File: config.mk
export PLATFORM = sky130hd
export DESIGN_NAME = windowed_ac_rms_meter_core
export DESIGN_NICKNAME = d
export VERILOG_FILES = /design/src/rtl/wacrms_pkg.sv /design/src/rtl/wacrms_arith.sv /design/src/rtl/windowed_ac_rms_meter_core.sv
export SDC_FILE = /design/constraint.sdc
export NUM_CORES = 2
export LEC_CHECK = 0
export BUFFER_PORTS_ARGS = -buffer_cell sky130_fd_sc_hd__buf_2
export CORE_MARGIN = 8
export CORE_UTILIZATION = 40
export CTS_BUF_LIST = sky130_fd_sc_hd__clkbuf_8 sky130_fd_sc_hd__clkbuf_16
export DETAILED_ROUTE_END_ITERATION = 8
export PLACE_DENSITY_LB_ADDON = 0.05
export SLEW_MARGIN = 20
export SYNTH_ARGS = -nofsm -noshare
export SYNTH_HDL_FRONTEND = slang
export SYNTH_HIERARCHICAL = 1
export SYNTH_SLANG_ARGS = --single-unit
File: constraint.sdc
create_clock -name clk -period 4.8 [get_ports clk]
set_clock_uncertainty 0.1 [all_clocks]
set_input_delay 0.24 -clock clk [delete_from_list [all_inputs] [get_ports clk]]
set_output_delay 0.24 -clock clk [all_outputs]
set_load 0.05 [all_outputs]
File: src/rtl/wacrms_pkg.sv
`timescale 1ns / 1ps
// Shared constants, codes and control types of the windowed AC RMS meter.
package wacrms_pkg;

	// Default structural parameters of the top level.
	localparam int DEF_MAX_WINDOW  = 4096;
	localparam int DEF_SAMPLE_BITS = 12;

	// Configuration port geometry.
	localparam int CFG_ADDR_W = 4;
	localparam int CFG_DATA_W = 32;

	// Fixed field widths and fixed-point formats.
	localparam int WLEN_W     = 13;
	localparam int GAIN_W     = 16;
	localparam int FRAC_SHIFT = 16;
	localparam int CODE_W     = 16;
	localparam int INST_W     = 17;
	localparam int Q_FRAC     = 4;
	localparam int VAR_FRAC   = 8;

	// Reset values.
	localparam logic [WLEN_W-1:0] WLEN_RESET   = 13'd1000;
	localparam logic [CODE_W-1:0] OFFSET_RESET = 16'h8000;

	// Register indexes on the configuration port; the last one decodes to nothing.
	typedef enum logic [1:0] {
		REG_WINDOW    = 2'd0,
		REG_RMS_GAIN  = 2'd1,
		REG_INST_GAIN = 2'd2,
		REG_SPARE     = 2'd3
	} reg_idx_t;

	// Operations of the serial arithmetic unit.
	typedef enum logic [1:0] {
		OP_MUL  = 2'd0,
		OP_DIV  = 2'd1,
		OP_SQRT = 2'd2
	} arith_op_t;

	// Command from the sequencer to the arithmetic unit.
	typedef struct packed {
		logic      start;
		arith_op_t op;
	} au_ctrl_t;

endpackage

File: src/rtl/wacrms_arith.sv
`timescale 1ns / 1ps
// Bit-serial arithmetic unit: shift-add multiply, restoring divide and square root.
module wacrms_arith import wacrms_pkg::*; #(
	parameter int W      = 64,
	parameter int STEP_W = $clog2(W + 1)
) (
	input  logic              clk,
	input  logic              arst_n,
	input  au_ctrl_t          ctrl,
	input  logic [STEP_W-1:0] steps,
	input  logic [W-1:0]      opa,
	input  logic [W-1:0]      opb,
	output logic              done,
	output logic [W-1:0]      result
);

	logic              busy_q;
	logic [STEP_W-1:0] steps_q;
	arith_op_t         op_q;
	logic [W-1:0]      a_q;
	logic [W-1:0]      b_q;
	logic [W-1:0]      r_q;

	logic [W-1:0] a_d;
	logic [W-1:0] b_d;
	logic [W-1:0] r_d;
	logic [W-1:0] rem_sh;
	logic [W-1:0] trial;
	logic         ge;

	// One bit of the current operation per cycle.
	// Multiply: a is the shifting multiplicand, b the multiplier, r the accumulator.
	// Divide: a is the remainder, b the aligned divisor, r the quotient.
	// Square root: a is the remainder, b the radicand (two bits per step), r the root.
	always_comb begin
		rem_sh = {a_q[W-3:0], b_q[W-1:W-2]};
		trial  = {r_q[W-3:0], 2'b01};
		ge     = 1'b0;
		a_d    = a_q;
		b_d    = b_q;
		r_d    = r_q;
		case (op_q)
			OP_MUL: begin
				a_d = a_q << 1;
				b_d = b_q >> 1;
				r_d = b_q[0] ? r_q + a_q : r_q;
			end
			OP_DIV: begin
				ge  = a_q >= b_q;
				a_d = ge ? a_q - b_q : a_q;
				b_d = b_q >> 1;
				r_d = {r_q[W-2:0], ge};
			end
			OP_SQRT: begin
				ge  = rem_sh >= trial;
				a_d = ge ? rem_sh - trial : rem_sh;
				b_d = b_q << 2;
				r_d = {r_q[W-2:0], ge};
			end
			default: begin
				a_d = a_q;
			end
		endcase
	end

	// A new command always wins; otherwise step until the counter runs out.
	always_ff @(posedge clk or negedge arst_n) begin
		if (!arst_n) begin
			busy_q  <= 1'b0;
			steps_q <= '0;
			op_q    <= OP_MUL;
			a_q     <= '0;
			b_q     <= '0;
			r_q     <= '0;
		end else if (ctrl.start) begin
			busy_q  <= 1'b1;
			steps_q <= steps;
			op_q    <= ctrl.op;
			a_q     <= opa;
			b_q     <= opb;
			r_q     <= '0;
		end else if (busy_q && steps_q != '0) begin
			steps_q <= steps_q - STEP_W'(1);
			a_q     <= a_d;
			b_q     <= b_d;
			r_q     <= r_d;
		end else begin
			busy_q <= 1'b0;
		end
	end

	assign done   = busy_q && (steps_q == '0);
	assign result = r_q;

endmodule

File: src/rtl/windowed_ac_rms_meter_core.sv
`timescale 1ns / 1ps
// Top level of the windowed AC RMS meter: sequencer, accumulators, registers and output stage.
//
// Usage: each transaction on the sample channel (sample_valid/sample_ready) carries one raw
// ADC code. For every sample one transaction leaves on the result channel
// (result_valid/result_ready): the offset-removed, gain-scaled instantaneous value, the held
// RMS value, a flag that marks the sample that closed a window, and the current DC offset.
// Registers sit on an APB-style port: window_length at 0x0, rms_gain at 0x4, instant_gain at
// 0x8; pready is always high. Write them only while the block is idle.
// Timing: all arithmetic runs through one bit-serial unit that retires one bit per cycle.
// A sample that does not close a window takes the square and the instantaneous scaling; the
// next sample can be accepted as soon as its result enters the output register. A closing
// sample adds the window multiplies, the variance and offset divisions, the square root and
// the RMS scaling. One sample is processed at a time; sample_ready is high whenever the
// sequencer is idle.
// Reset clears the sums and count, sets the offset to half scale, the held RMS to zero and
// the registers to their defaults; no result is pending after reset.
// Stall: one finished result waits in the output register; the next sample is still taken
// and processed, and its result waits in the sequencer until the output register frees.
module windowed_ac_rms_meter_core import wacrms_pkg::*; #(
	parameter int MAX_WINDOW  = DEF_MAX_WINDOW,
	parameter int SAMPLE_BITS = DEF_SAMPLE_BITS
) (
	input  logic                     clk,
	input  logic                     arst_n,
	// Sample channel.
	input  logic                     sample_valid,
	output logic                     sample_ready,
	input  logic [SAMPLE_BITS-1:0]   sample,
	// Result channel.
	output logic                     result_valid,
	input  logic                     result_ready,
	output logic signed [INST_W-1:0] instant_value,
	output logic [CODE_W-1:0]        rms_value,
	output logic                     rms_updated,
	output logic [CODE_W-1:0]        dc_offset,
	// Configuration port.
	input  logic                     psel,
	input  logic                     penable,
	input  logic                     pwrite,
	input  logic [CFG_ADDR_W-1:0]    paddr,
	input  logic [CFG_DATA_W-1:0]    pwdata,
	output logic [CFG_DATA_W-1:0]    prdata,
	output logic                     pready
);

	localparam int CNT_W   = $clog2(MAX_WINDOW + 1);
	localparam int SUM_W   = SAMPLE_BITS + CNT_W;
	localparam int SQ_W    = 2 * SAMPLE_BITS + CNT_W;
	localparam int RT_W    = SAMPLE_BITS + Q_FRAC;
	localparam int VQ_W    = 2 * RT_W;
	localparam int DIF_W   = ((SAMPLE_BITS + Q_FRAC > CODE_W) ? SAMPLE_BITS + Q_FRAC : CODE_W) + 1;
	localparam int AU_BASE = 2 * SAMPLE_BITS + 2 * CNT_W + VAR_FRAC;
	localparam int AU_PROD = DIF_W + GAIN_W;
	localparam int AU_W    = (AU_BASE > AU_PROD) ? AU_BASE : AU_PROD;
	localparam int STEP_W  = $clog2(AU_W + 1);

	localparam logic [STEP_W-1:0] STEPS_SQR  = STEP_W'(SAMPLE_BITS);
	localparam logic [STEP_W-1:0] STEPS_CNT  = STEP_W'(CNT_W);
	localparam logic [STEP_W-1:0] STEPS_SUM  = STEP_W'(SUM_W);
	localparam logic [STEP_W-1:0] STEPS_VAR  = STEP_W'(VQ_W);
	localparam logic [STEP_W-1:0] STEPS_RT   = STEP_W'(RT_W);
	localparam logic [STEP_W-1:0] STEPS_GAIN = STEP_W'(GAIN_W);

	// Sequencer states, one-hot.
	typedef enum logic [10:0] {
		ST_IDLE  = 11'b000_0000_0001,
		ST_SQR   = 11'b000_0000_0010,
		ST_MNQ   = 11'b000_0000_0100,
		ST_MSS   = 11'b000_0000_1000,
		ST_MNN   = 11'b000_0001_0000,
		ST_DVAR  = 11'b000_0010_0000,
		ST_DOFF  = 11'b000_0100_0000,
		ST_SQRT  = 11'b000_1000_0000,
		ST_MRMS  = 11'b001_0000_0000,
		ST_MINST = 11'b010_0000_0000,
		ST_OUT   = 11'b100_0000_0000
	} state_t;

	state_t state_q;

	// Configuration registers.
	logic [WLEN_W-1:0] wl_q;
	logic [GAIN_W-1:0] rgain_q;
	logic [GAIN_W-1:0] igain_q;
	reg_idx_t          cfg_idx;
	logic              cfg_wr;

	// Window state and working registers.
	logic [SAMPLE_BITS-1:0] x_q;
	logic [SUM_W-1:0]       sum_q;
	logic [SQ_W-1:0]        sq_q;
	logic [CNT_W-1:0]       cnt_q;
	logic [CODE_W-1:0]      offset_q;
	logic [CODE_W-1:0]      held_q;
	logic [AU_W-1:0]        tmp_q;
	logic                   closed_q;
	logic [INST_W-1:0]      inst_q;

	// Output register.
	logic                   rv_q;
	logic [INST_W-1:0]      out_inst_q;
	logic [CODE_W-1:0]      out_rms_q;
	logic                   out_upd_q;
	logic [CODE_W-1:0]      out_off_q;

	// Arithmetic unit interface.
	au_ctrl_t          au_ctrl;
	logic [STEP_W-1:0] au_steps;
	logic [AU_W-1:0]   au_a;
	logic [AU_W-1:0]   au_b;
	logic              au_done;
	logic [AU_W-1:0]   au_res;

	// Combinational helpers.
	logic [CNT_W-1:0] eff_c;
	logic [SUM_W-1:0] sum_new;
	logic [SQ_W-1:0]  sq_new;
	logic [CNT_W-1:0] cnt_new;
	logic             close_c;
	logic [AU_W-1:0]  num_c;
	logic [DIF_W-1:0] xs_c;
	logic [DIF_W-1:0] off_c;
	logic [DIF_W-1:0] diff_c;
	logic [AU_W-1:0]  diff_ext;
	logic             out_free;

	// Configuration port: writes complete in the access phase, reads return the register.
	assign pready  = 1'b1;
	assign cfg_idx = reg_idx_t'(paddr[CFG_ADDR_W-1:2]);
	assign cfg_wr  = psel && penable && pwrite;

	always_ff @(posedge clk or negedge arst_n) begin
		if (!arst_n) begin
			wl_q    <= WLEN_RESET;
			rgain_q <= '0;
			igain_q <= '0;
		end else if (cfg_wr) begin
			case (cfg_idx)
				REG_WINDOW:    wl_q    <= pwdata[WLEN_W-1:0];
				REG_RMS_GAIN:  rgain_q <= pwdata[GAIN_W-1:0];
				REG_INST_GAIN: igain_q <= pwdata[GAIN_W-1:0];
				default: begin
					wl_q <= wl_q;
				end
			endcase
		end
	end

	always_comb begin
		case (cfg_idx)
			REG_WINDOW:    prdata = CFG_DATA_W'(wl_q);
			REG_RMS_GAIN:  prdata = CFG_DATA_W'(rgain_q);
			REG_INST_GAIN: prdata = CFG_DATA_W'(igain_q);
			default:       prdata = '0;
		endcase
	end

	// Effective window: zero means one sample, and the length saturates at MAX_WINDOW.
	always_comb begin
		if (wl_q == '0) begin
			eff_c = CNT_W'(1);
		end else if (32'(wl_q) > MAX_WINDOW) begin
			eff_c = CNT_W'(MAX_WINDOW);
		end else begin
			eff_c = CNT_W'(wl_q);
		end
	end

	// Accumulator update after the square, the clamped variance numerator and the offset removal.
	assign sum_new  = sum_q + SUM_W'(x_q);
	assign sq_new   = sq_q + SQ_W'(au_res[2*SAMPLE_BITS-1:0]);
	assign cnt_new  = cnt_q + CNT_W'(1);
	assign close_c  = cnt_new >= eff_c;
	assign num_c    = (tmp_q > au_res) ? tmp_q - au_res : '0;
	assign xs_c     = DIF_W'({x_q, {Q_FRAC{1'b0}}});
	assign off_c    = DIF_W'(offset_q);
	assign diff_c   = xs_c - off_c;
	assign diff_ext = {{(AU_W-DIF_W){diff_c[DIF_W-1]}}, diff_c};
	assign out_free = !rv_q || result_ready;

	// Arithmetic unit commands: on a new sample in idle, else in the cycle the last operation finishes.
	always_comb begin
		au_ctrl  = '{start: 1'b0, op: OP_MUL};
		au_steps = '0;
		au_a     = '0;
		au_b     = '0;
		case (state_q)
			ST_IDLE: begin
				if (sample_valid) begin
					au_ctrl  = '{start: 1'b1, op: OP_MUL};
					au_steps = STEPS_SQR;
					au_a     = AU_W'(sample);
					au_b     = AU_W'(sample);
				end
			end
			ST_SQR: begin
				if (au_done && close_c) begin
					au_ctrl  = '{start: 1'b1, op: OP_MUL};
					au_steps = STEPS_CNT;
					au_a     = AU_W'(sq_new);
					au_b     = AU_W'(cnt_new);
				end else if (au_done) begin
					au_ctrl  = '{start: 1'b1, op: OP_MUL};
					au_steps = STEPS_GAIN;
					au_a     = diff_ext;
					au_b     = AU_W'(igain_q);
				end
			end
			ST_MNQ: begin
				if (au_done) begin
					au_ctrl  = '{start: 1'b1, op: OP_MUL};
					au_steps = STEPS_SUM;
					au_a     = AU_W'(sum_q);
					au_b     = AU_W'(sum_q);
				end
			end
			ST_MSS: begin
				if (au_done) begin
					au_ctrl  = '{start: 1'b1, op: OP_MUL};
					au_steps = STEPS_CNT;
					au_a     = AU_W'(cnt_q);
					au_b     = AU_W'(cnt_q);
				end
			end
			ST_MNN: begin
				// Variance in Q.8: numerator over the squared count.
				if (au_done) begin
					au_ctrl  = '{start: 1'b1, op: OP_DIV};
					au_steps = STEPS_VAR;
					au_a     = tmp_q;
					au_b     = au_res << (VQ_W - 1);
				end
			end
			ST_DVAR: begin
				// Mean in Q12.4 becomes the new offset.
				if (au_done) begin
					au_ctrl  = '{start: 1'b1, op: OP_DIV};
					au_steps = STEPS_RT;
					au_a     = AU_W'(sum_q) << Q_FRAC;
					au_b     = AU_W'(cnt_q) << (RT_W - 1);
				end
			end
			ST_DOFF: begin
				if (au_done) begin
					au_ctrl  = '{start: 1'b1, op: OP_SQRT};
					au_steps = STEPS_RT;
					au_a     = '0;
					au_b     = tmp_q << (AU_W - VQ_W);
				end
			end
			ST_SQRT: begin
				if (au_done) begin
					au_ctrl  = '{start: 1'b1, op: OP_MUL};
					au_steps = STEPS_GAIN;
					au_a     = au_res;
					au_b     = AU_W'(rgain_q);
				end
			end
			ST_MRMS: begin
				if (au_done) begin
					au_ctrl  = '{start: 1'b1, op: OP_MUL};
					au_steps = STEPS_GAIN;
					au_a     = diff_ext;
					au_b     = AU_W'(igain_q);
				end
			end
			default: begin
				au_steps = '0;
			end
		endcase
	end

	wacrms_arith #(
		.W      (AU_W),
		.STEP_W (STEP_W)
	) u_arith (
		.clk    (clk),
		.arst_n (arst_n),
		.ctrl   (au_ctrl),
		.steps  (au_steps),
		.opa    (au_a),
		.opb    (au_b),
		.done   (au_done),
		.result (au_res)
	);

	// Sequencer, window state and output register.
	always_ff @(posedge clk or negedge arst_n) begin
		if (!arst_n) begin
			state_q    <= ST_IDLE;
			x_q        <= '0;
			sum_q      <= '0;
			sq_q       <= '0;
			cnt_q      <= '0;
			offset_q   <= OFFSET_RESET;
			held_q     <= '0;
			tmp_q      <= '0;
			closed_q   <= 1'b0;
			inst_q     <= '0;
			rv_q       <= 1'b0;
			out_inst_q <= '0;
			out_rms_q  <= '0;
			out_upd_q  <= 1'b0;
			out_off_q  <= '0;
		end else begin
			// A taken result frees the output register unless a new one is loaded now.
			if (rv_q && result_ready && state_q != ST_OUT) begin
				rv_q <= 1'b0;
			end
			case (state_q)
				ST_IDLE: begin
					if (sample_valid) begin
						x_q     <= sample;
						state_q <= ST_SQR;
					end
				end
				ST_SQR: begin
					if (au_done) begin
						sum_q    <= sum_new;
						sq_q     <= sq_new;
						cnt_q    <= cnt_new;
						closed_q <= close_c;
						state_q  <= close_c ? ST_MNQ : ST_MINST;
					end
				end
				ST_MNQ: begin
					if (au_done) begin
						tmp_q   <= au_res;
						state_q <= ST_MSS;
					end
				end
				ST_MSS: begin
					if (au_done) begin
						tmp_q   <= num_c << VAR_FRAC;
						state_q <= ST_MNN;
					end
				end
				ST_MNN: begin
					if (au_done) begin
						state_q <= ST_DVAR;
					end
				end
				ST_DVAR: begin
					if (au_done) begin
						tmp_q   <= au_res;
						state_q <= ST_DOFF;
					end
				end
				ST_DOFF: begin
					// New offset is in place; the window restarts.
					if (au_done) begin
						offset_q <= au_res[CODE_W-1:0];
						sum_q    <= '0;
						sq_q     <= '0;
						cnt_q    <= '0;
						state_q  <= ST_SQRT;
					end
				end
				ST_SQRT: begin
					if (au_done) begin
						state_q <= ST_MRMS;
					end
				end
				ST_MRMS: begin
					if (au_done) begin
						held_q  <= au_res[FRAC_SHIFT +: CODE_W];
						state_q <= ST_MINST;
					end
				end
				ST_MINST: begin
					if (au_done) begin
						inst_q  <= au_res[FRAC_SHIFT +: INST_W];
						state_q <= ST_OUT;
					end
				end
				ST_OUT: begin
					if (out_free) begin
						rv_q       <= 1'b1;
						out_inst_q <= inst_q;
						out_rms_q  <= held_q;
						out_upd_q  <= closed_q;
						out_off_q  <= offset_q;
						state_q    <= ST_IDLE;
					end
				end
				default: begin
					state_q <= ST_IDLE;
				end
			endcase
		end
	end

	assign sample_ready  = (state_q == ST_IDLE);
	assign result_valid  = rv_q;
	assign instant_value = $signed(out_inst_q);
	assign rms_value     = out_rms_q;
	assign rms_updated   = out_upd_q;
	assign dc_offset     = out_off_q;

	// A taken result empties the output register unless a new one is loaded in the same cycle.
	a_result_drains: assert property (@(posedge clk) disable iff (!arst_n)
		(rv_q && result_ready && state_q != ST_OUT) |=> !rv_q)
		else $error("output register did not drain after a transaction");

	// The arithmetic unit only finishes while the sequencer waits for it.
	a_done_in_compute: assert property (@(posedge clk) disable iff (!arst_n)
		au_done |-> !(state_q == ST_IDLE || state_q == ST_OUT))
		else $error("arithmetic unit finished outside a compute state");

	// The held RMS value changes only at the end of the RMS scaling.
	a_held_on_close: assert property (@(posedge clk) disable iff (!arst_n)
		!$stable(held_q) |-> $past(state_q == ST_MRMS && au_done))
		else $error("held RMS changed outside a window close");

	// Closing a window restarts the count.
	a_window_restart: assert property (@(posedge clk) disable iff (!arst_n)
		(state_q == ST_DOFF && au_done) |=> (cnt_q == '0))
		else $error("sample count not cleared after a window close");

endmodule

* Word level (Yosys, flattened, before mapping)
Cells that the tools add are included.
** Cells by class
- Reduce and logical (&&, ||, !) cells :: 39
- Order comparisons :: 5
- Multiplexer cells :: 77
- Equality and inequality tests :: 31
- Add/subtract/negate cells :: 9
** Operator list (number)
- two-way mux 58 bit :: 17
- one-hot mux 58 bit (9 select lines) :: 1
- one-hot mux 58 bit (8 select lines) :: 1
- one-hot mux 58 bit (3 select lines) :: 2
- one-hot mux 58 bit (2 select lines) :: 2
- two-way mux 11 bit :: 11
- one-hot mux 11 bit (11 select lines) :: 1
- greater-or-equal comparator 58 bit :: 2
- subtractor 58 bit :: 2
- two-way mux 25 bit :: 3
- two-way mux 37 bit :: 2
- one-hot mux 37 bit (2 select lines) :: 1
- two-way mux 13 bit :: 5
- adder 58 bit :: 1
- > comparator 58 bit :: 1
- two-way mux 50 bit :: 1
- one-hot mux 25 bit (2 select lines) :: 1
- subtractor 50 bit :: 1
- two-way mux 16 bit :: 3
- one-hot mux 16 bit (3 select lines) :: 1
- adder 37 x 24 -> 37 bit :: 1
- one-hot mux 6 bit (6 select lines) :: 1
- two-way mux 29 bit :: 1
- two-way mux 28 bit :: 1
- 47 further kinds :: 98
** Word-level totals
- Output and inout port bits :: 85
- Register bits :: 485

* Logic depth before layout (Yosys ltp)
- Word-level depth :: 9
- Mapped depth :: 21

* Modules after synthesis
Netlist, hierarchy kept.
** By module, submodules not included
- wacrms_arith :: cells an instance 2860, times used 1, area each 20995.1 µm²
- windowed_ac_rms_meter_core :: cells an instance 2295, times used 1, area each 20777.4 µm²

* Worst setup path after synthesis
No wires, ideal clock.
- Path type :: flip-flop to flip-flop
- Start point :: register cnt_q[2]
- End point :: register u_arith.a_q[29]
- Required time :: 4.575 ns
- Setup slack :: 0.643 ns
- Library setup time :: 0.125 ns
- Stages on the path, launching flop included :: 20
- Path buffers :: 2
- Data arrival time :: 3.932 ns
- Cells stage by stage :: dfrtp_1 clkbuf_1 and3_1 and3_1 and3_1 and3_1 nand3_1 xnor2_1 ha_1 o2111ai_1 o21ai_0 a21o_1 clkbuf_1 nand2_1 a21oi_1 a21oi_1 a221o_1 o22ai_1 a21oi_1 mux2_2
** Between the ends
- Elaborated cells on any way between the ends :: 12
** RTL lines
- start, declared :: RTL line windowed_ac_rms_meter_core.sv:93 : logic [CNT_W-1:0] cnt_q;
- start signal, assigned :: RTL line windowed_ac_rms_meter_core.sv:322 : cnt_q <= cnt_new;
- adder 13 x 1 -> 13 bit :: RTL line windowed_ac_rms_meter_core.sv:173 : assign cnt_new = cnt_q + CNT_W'(1);
- greater-or-equal comparator 13 bit :: RTL line windowed_ac_rms_meter_core.sv:174 : assign close_c = cnt_new >= eff_c;
- logical AND 1 bit :: RTL line windowed_ac_rms_meter_core.sv:198 : if (au_done && close_c) begin
- two-way mux 58 bit :: RTL line windowed_ac_rms_meter_core.sv:198
- one-hot mux 58 bit (8 select lines) :: RTL line windowed_ac_rms_meter_core.sv:188 : case (state_q)
- net au_a[29] :: RTL line windowed_ac_rms_meter_core.sv:110 : logic [AU_W-1:0] au_a;
- two-way mux 58 bit :: RTL line wacrms_arith.sv:75 : end else if (ctrl.start) begin
- end signal, assigned :: RTL line wacrms_arith.sv:79 : a_q <= opa;
- end, declared :: RTL line wacrms_arith.sv:20 : logic [W-1:0] a_q;
The timed path passes the listed nets, and every way through them passes these cells.
A chain may end at the register's enable or synchronous reset.

* Final worst setup path
- Start point :: register u_arith.a_q[0]
- End point :: register u_arith.r_q[42] (netlist: u_arith/result[42])
** Between the ends
- Word-level cells in the longest chain between the ends :: 5
** Ends and longest elaborated chain
- adder 58 bit :: RTL line wacrms_arith.sv:46 : r_d = b_q[0] ? r_q + a_q : r_q;
- two-way mux 58 bit :: RTL line wacrms_arith.sv:46
- one-hot mux 58 bit (3 select lines) :: RTL line wacrms_arith.sv:42 : case (op_q)
- two-way mux 58 bit :: RTL line wacrms_arith.sv:82 : end else if (busy_q && steps_q != '0) begin
- two-way mux 58 bit :: RTL line wacrms_arith.sv:75
- end signal, assigned :: RTL line wacrms_arith.sv:86 : r_q <= r_d;
- end, declared :: RTL line wacrms_arith.sv:22 : logic [W-1:0] r_q;
No other way between the ends. The select of a mux whose other input is x is not followed.

==> flow_summary.json <==
{
  "tightest_slew_ns": 1.04,
  "ys_seq_area_frac": 0.291,
  "via_count": 41455,
  "path_class": "reg -> reg",
  "syn_area_um2": 41800,
  "clkSlewWorstSetupHoldPaths_ns": 0.06,
  "antenna_found_initial": 2,
  "avgSynthCellArea_um2": 8.10,
  "run_status": "complete, but fails checks",
  "combPwrFrac": 0.672,
  "nets": 5707,
  "violations": "design-rule violations",
  "areaGrowthSynthToFinish_pct": 14.9,
  "p_int_mw": 16.7,
  "maxSlewHeadroom": 0.309,
  "port-buffer-count": 104,
  "layout_min_cycle_time_ns": 4.57,
  "grt_pass1_wl_um": 274000,
  "track_usage": 0.311,
  "post-cts-setup-buffers": 0,
  "hpwlAfterDp_um": 146000,
  "rsz0062_at_grt": "false",
  "grt_pass1_vias": 39615,
  "drc": 20,
  "viasPerCell": 6.11,
  "grt.overflow.total": 0,
  "htree_levels": 3,
  "cp_max_fo": 6,
  "die-area_um2": 115000,
  "critPathArrivalTime_ns": 4.95,
  "grt.busiest_layer": "met2",
  "pin_count": 140,
  "dpl_cell_area_um2": 45300,
  "clk_latency_ns": 0.66,
  "seqPwrFrac": 0.171,
  "start_util": 0.404,
  "crit_path_cell_trace": "ha_1 -> fa_1 -> nor2b_1 -> o221ai_2 -> a311oi_2 -> a21oi_1 -> o211ai_1 -> buf_4 -> a221oi_1 -> buf_4 -> o2111ai_1 -> a21boi_1 -> a31oi_1 -> xnor2_1 -> o221ai_1",
  "netSwitchingFraction": 0.519,
  "fmax_mhz": 219,
  "synth_common_cells": "nand2_1, dfrtp_1, nor2_1, a21oi_1, o21ai_0",
  "synth-edff-count": 0,
  "period_share": 0.952,
  "drive_gt1_frac": 0.138,
  "use_met3": 0.0421,
  "irDropWorstVdd_mv": 0.337,
  "slew_viol_final": 0,
  "wl_per_cell_um": 27.5,
  "async_flop_share": 1.00,
  "clkPwrFrac": 0.157,
  "final-hold-violation-count": 0,
  "cts_buffer_depth": 3,
  "use_met1": 0.423,
  "gp_congestion": 0.984,
  "ys_ff_latch": 485,
  "cts_tree": "built",
  "grt_max_degree": 106,
  "crit_path_end_kind": "flip-flop",
  "cap_viol_max_count": 0,
  "drtIter0Drc": 4528,
  "design_area_um2": 48000,
  "synth_area_leaders": "dfrtp_1, ha_1, nand2_1",
  "die_w_um": 339,
  "cts_sinks": 485,
  "critPathSlowestCell": "dfrtp_1",
  "powerDensity_nw_per_um2": 725,
  "dr.pass1.iters": 9,
  "yosys_most_used_dff": "dfrtp_1",
  "die_h_um": 339,
  "worstHoldPathType": "in -> async",
  "rows": 118,
  "synth_top_cell_area_share": 0.286,
  "synthCells": 5155,
  "slowest_delay_ns": 0.46,
  "drt-total-wl_um": 187000,
  "p_switching_mw": 18.0,
  "yosysTopAreaCell": "dfrtp_1",
  "cp.required_ns": 5.19,
  "start_kind": "flip-flop",
  "grtUsageMet2": 0.484,
  "yosys_warnings": 6,
  "ant_nets": 0,
  "synth.distinct_cells": 110,
  "yosysMostFrequentCell": "nand2_1",
  "ctsRootBufferMaster": "clkbuf_16",
  "power.leakage_nw": 21.7,
  "finalSetupTns_ns": 0,
  "crit_top_cell": "buf_4",
  "cts_buffers": 66,
  "setup_violations": 0,
  "core_area_um2": 103000
}
## registers in the layout (all words and copies together), names as in the netlist, 11 cells and up
name and count:
sq_q 37, rms_value 16, held_q 16, u_arith/result 58, state_q 11, wl_q 13
sum_q 25, x_q 12, igain_q 16, dc_offset 16, offset_q 16, rgain_q 16
inst_q 17, u_arith/b_q 58, tmp_q 58, cnt_q 13, instant_value 17, u_arith/a_q 58
## layer usage
| metal | wire length, um | vias up |
|---|---|---|
| met4 | 11000 | 0 |
| met3 | 12600 | 349 |
| li1 | - | 19169 |
| met1 | 80700 | 20272 |
| met5 | 0 | - |
| met2 | 82300 | 1665 |
## power by group through the flow
| stage | registers (mW) | clock network (mW) | logic (mW) |
|---|---|---|---|
| 2_1_floorplan | 5.84 | 0 | 14.7 |
| 3_3_place_gp | 5.98 | 0 | 22.7 |
| 3_5_place_dp | 5.99 | 0 | 22.7 |
| 4_1_cts | 5.92 | 5.57 | 22.8 |
| 5_1_grt | 6.03 | 5.70 | 25.1 |
| 6_report | 5.94 | 5.46 | 23.4 |
## critical path, delay by kind of cell (launching register included)
family / cells / cell delay [ns]
adder cells (fa/ha/maj): 2 / 0.65
flip-flops: 1 / 0.46
AND/OR/NAND/NOR: 1 / 0.19
AO/OA/AOI/OAI: 9 / 2.44
buffers and inverters: 2 / 0.38
XOR/XNOR: 1 / 0.18
## cells by family after synthesis
logic type / count (synthesis) / share of synthesized area
multiplexers: 207 / 0.0544
adder cells (fa/ha/maj): 304 / 0.0920
other: 2 / 0.000180
AO/OA/AOI/OAI: 1706 / 0.274
flip-flops: 485 / 0.291
AND/OR/NAND/NOR: 1525 / 0.166
XOR/XNOR: 286 / 0.0600
buffers and inverters: 640 / 0.0620
## cell usage in the layout (no fill, tap or decap), types with 49 or more instances in the layout
master,Yosys,final
nand2_1,575,574
dfrtp_1,477,477
nor2_1,433,429
a21oi_1,400,398
o21ai_0,388,387
buf_4,25,301
inv_1,290,299
ha_1,299,296
xnor2_1,187,187
nand3_1,123,122
a21o_1,105,105
buf_2,44,103
mux2_2,100,100
xor2_1,99,99
mux2i_1,82,82
a22o_1,80,80
o31ai_1,76,76
nor3_1,76,74
a221oi_1,74,74
clkbuf_16,0,70
nand4_1,60,60
o21bai_1,58,58
and3_1,51,49
## stage by stage
stage	instances	total power, mW	utilization	setup slack (ns)	hold slack (ns)
finish	6784	34.8	0.464	0.231	0.178
global route	6781	36.8	0.464	0.0334	0.212
global placement	6629	28.7	0.437	0.245	0.285
floorplan	5171	20.6	-	0.643	-0.156
CTS	6781	34.3	0.463	0.178	0.174
detailed placement	6629	28.7	0.437	0.200	0.282
## repair_timing
| action | CTS | global route |
|---|---|---|
| endpoints found under the hold margin | 165 | 0 |
| hold buffers | 31 | 0 |
| endpoints found under the setup margin | 0 | 4 |
| resized for setup | 0 | 4 |
## worst paths after layout
kind | start | end | slack [ns] | cells after the start
max in group asynchronous | arst_n | wl_q[1] | 3.25 | 3
worst max register to register | u_arith/a_q[0] | u_arith/result[42] | 0.23 | 15
worst max-delay path | u_arith/a_q[0] | u_arith/result[42] | 0.23 | 15
worst min-delay path | arst_n | rms_value[14] | 0.18 | 2
min in group clk | penable | wl_q[12] | 0.21 | 5
worst min register to register | held_q[2] | held_q[2] | 0.38 | 2
## final cells by class
cell class	count	area (um2)
Fill cell	10384	55500
Multi-Input combinational cell	4046	27300
Sequential cell	485	12100
Timing Repair Buffer	447	3320
Clock buffer	83	1930
Tap cell	1380	1730
Inverter	302	1140
Clock inverter	38	457
Antenna cell	3	7.51
(Power assumes the default switching activity.)
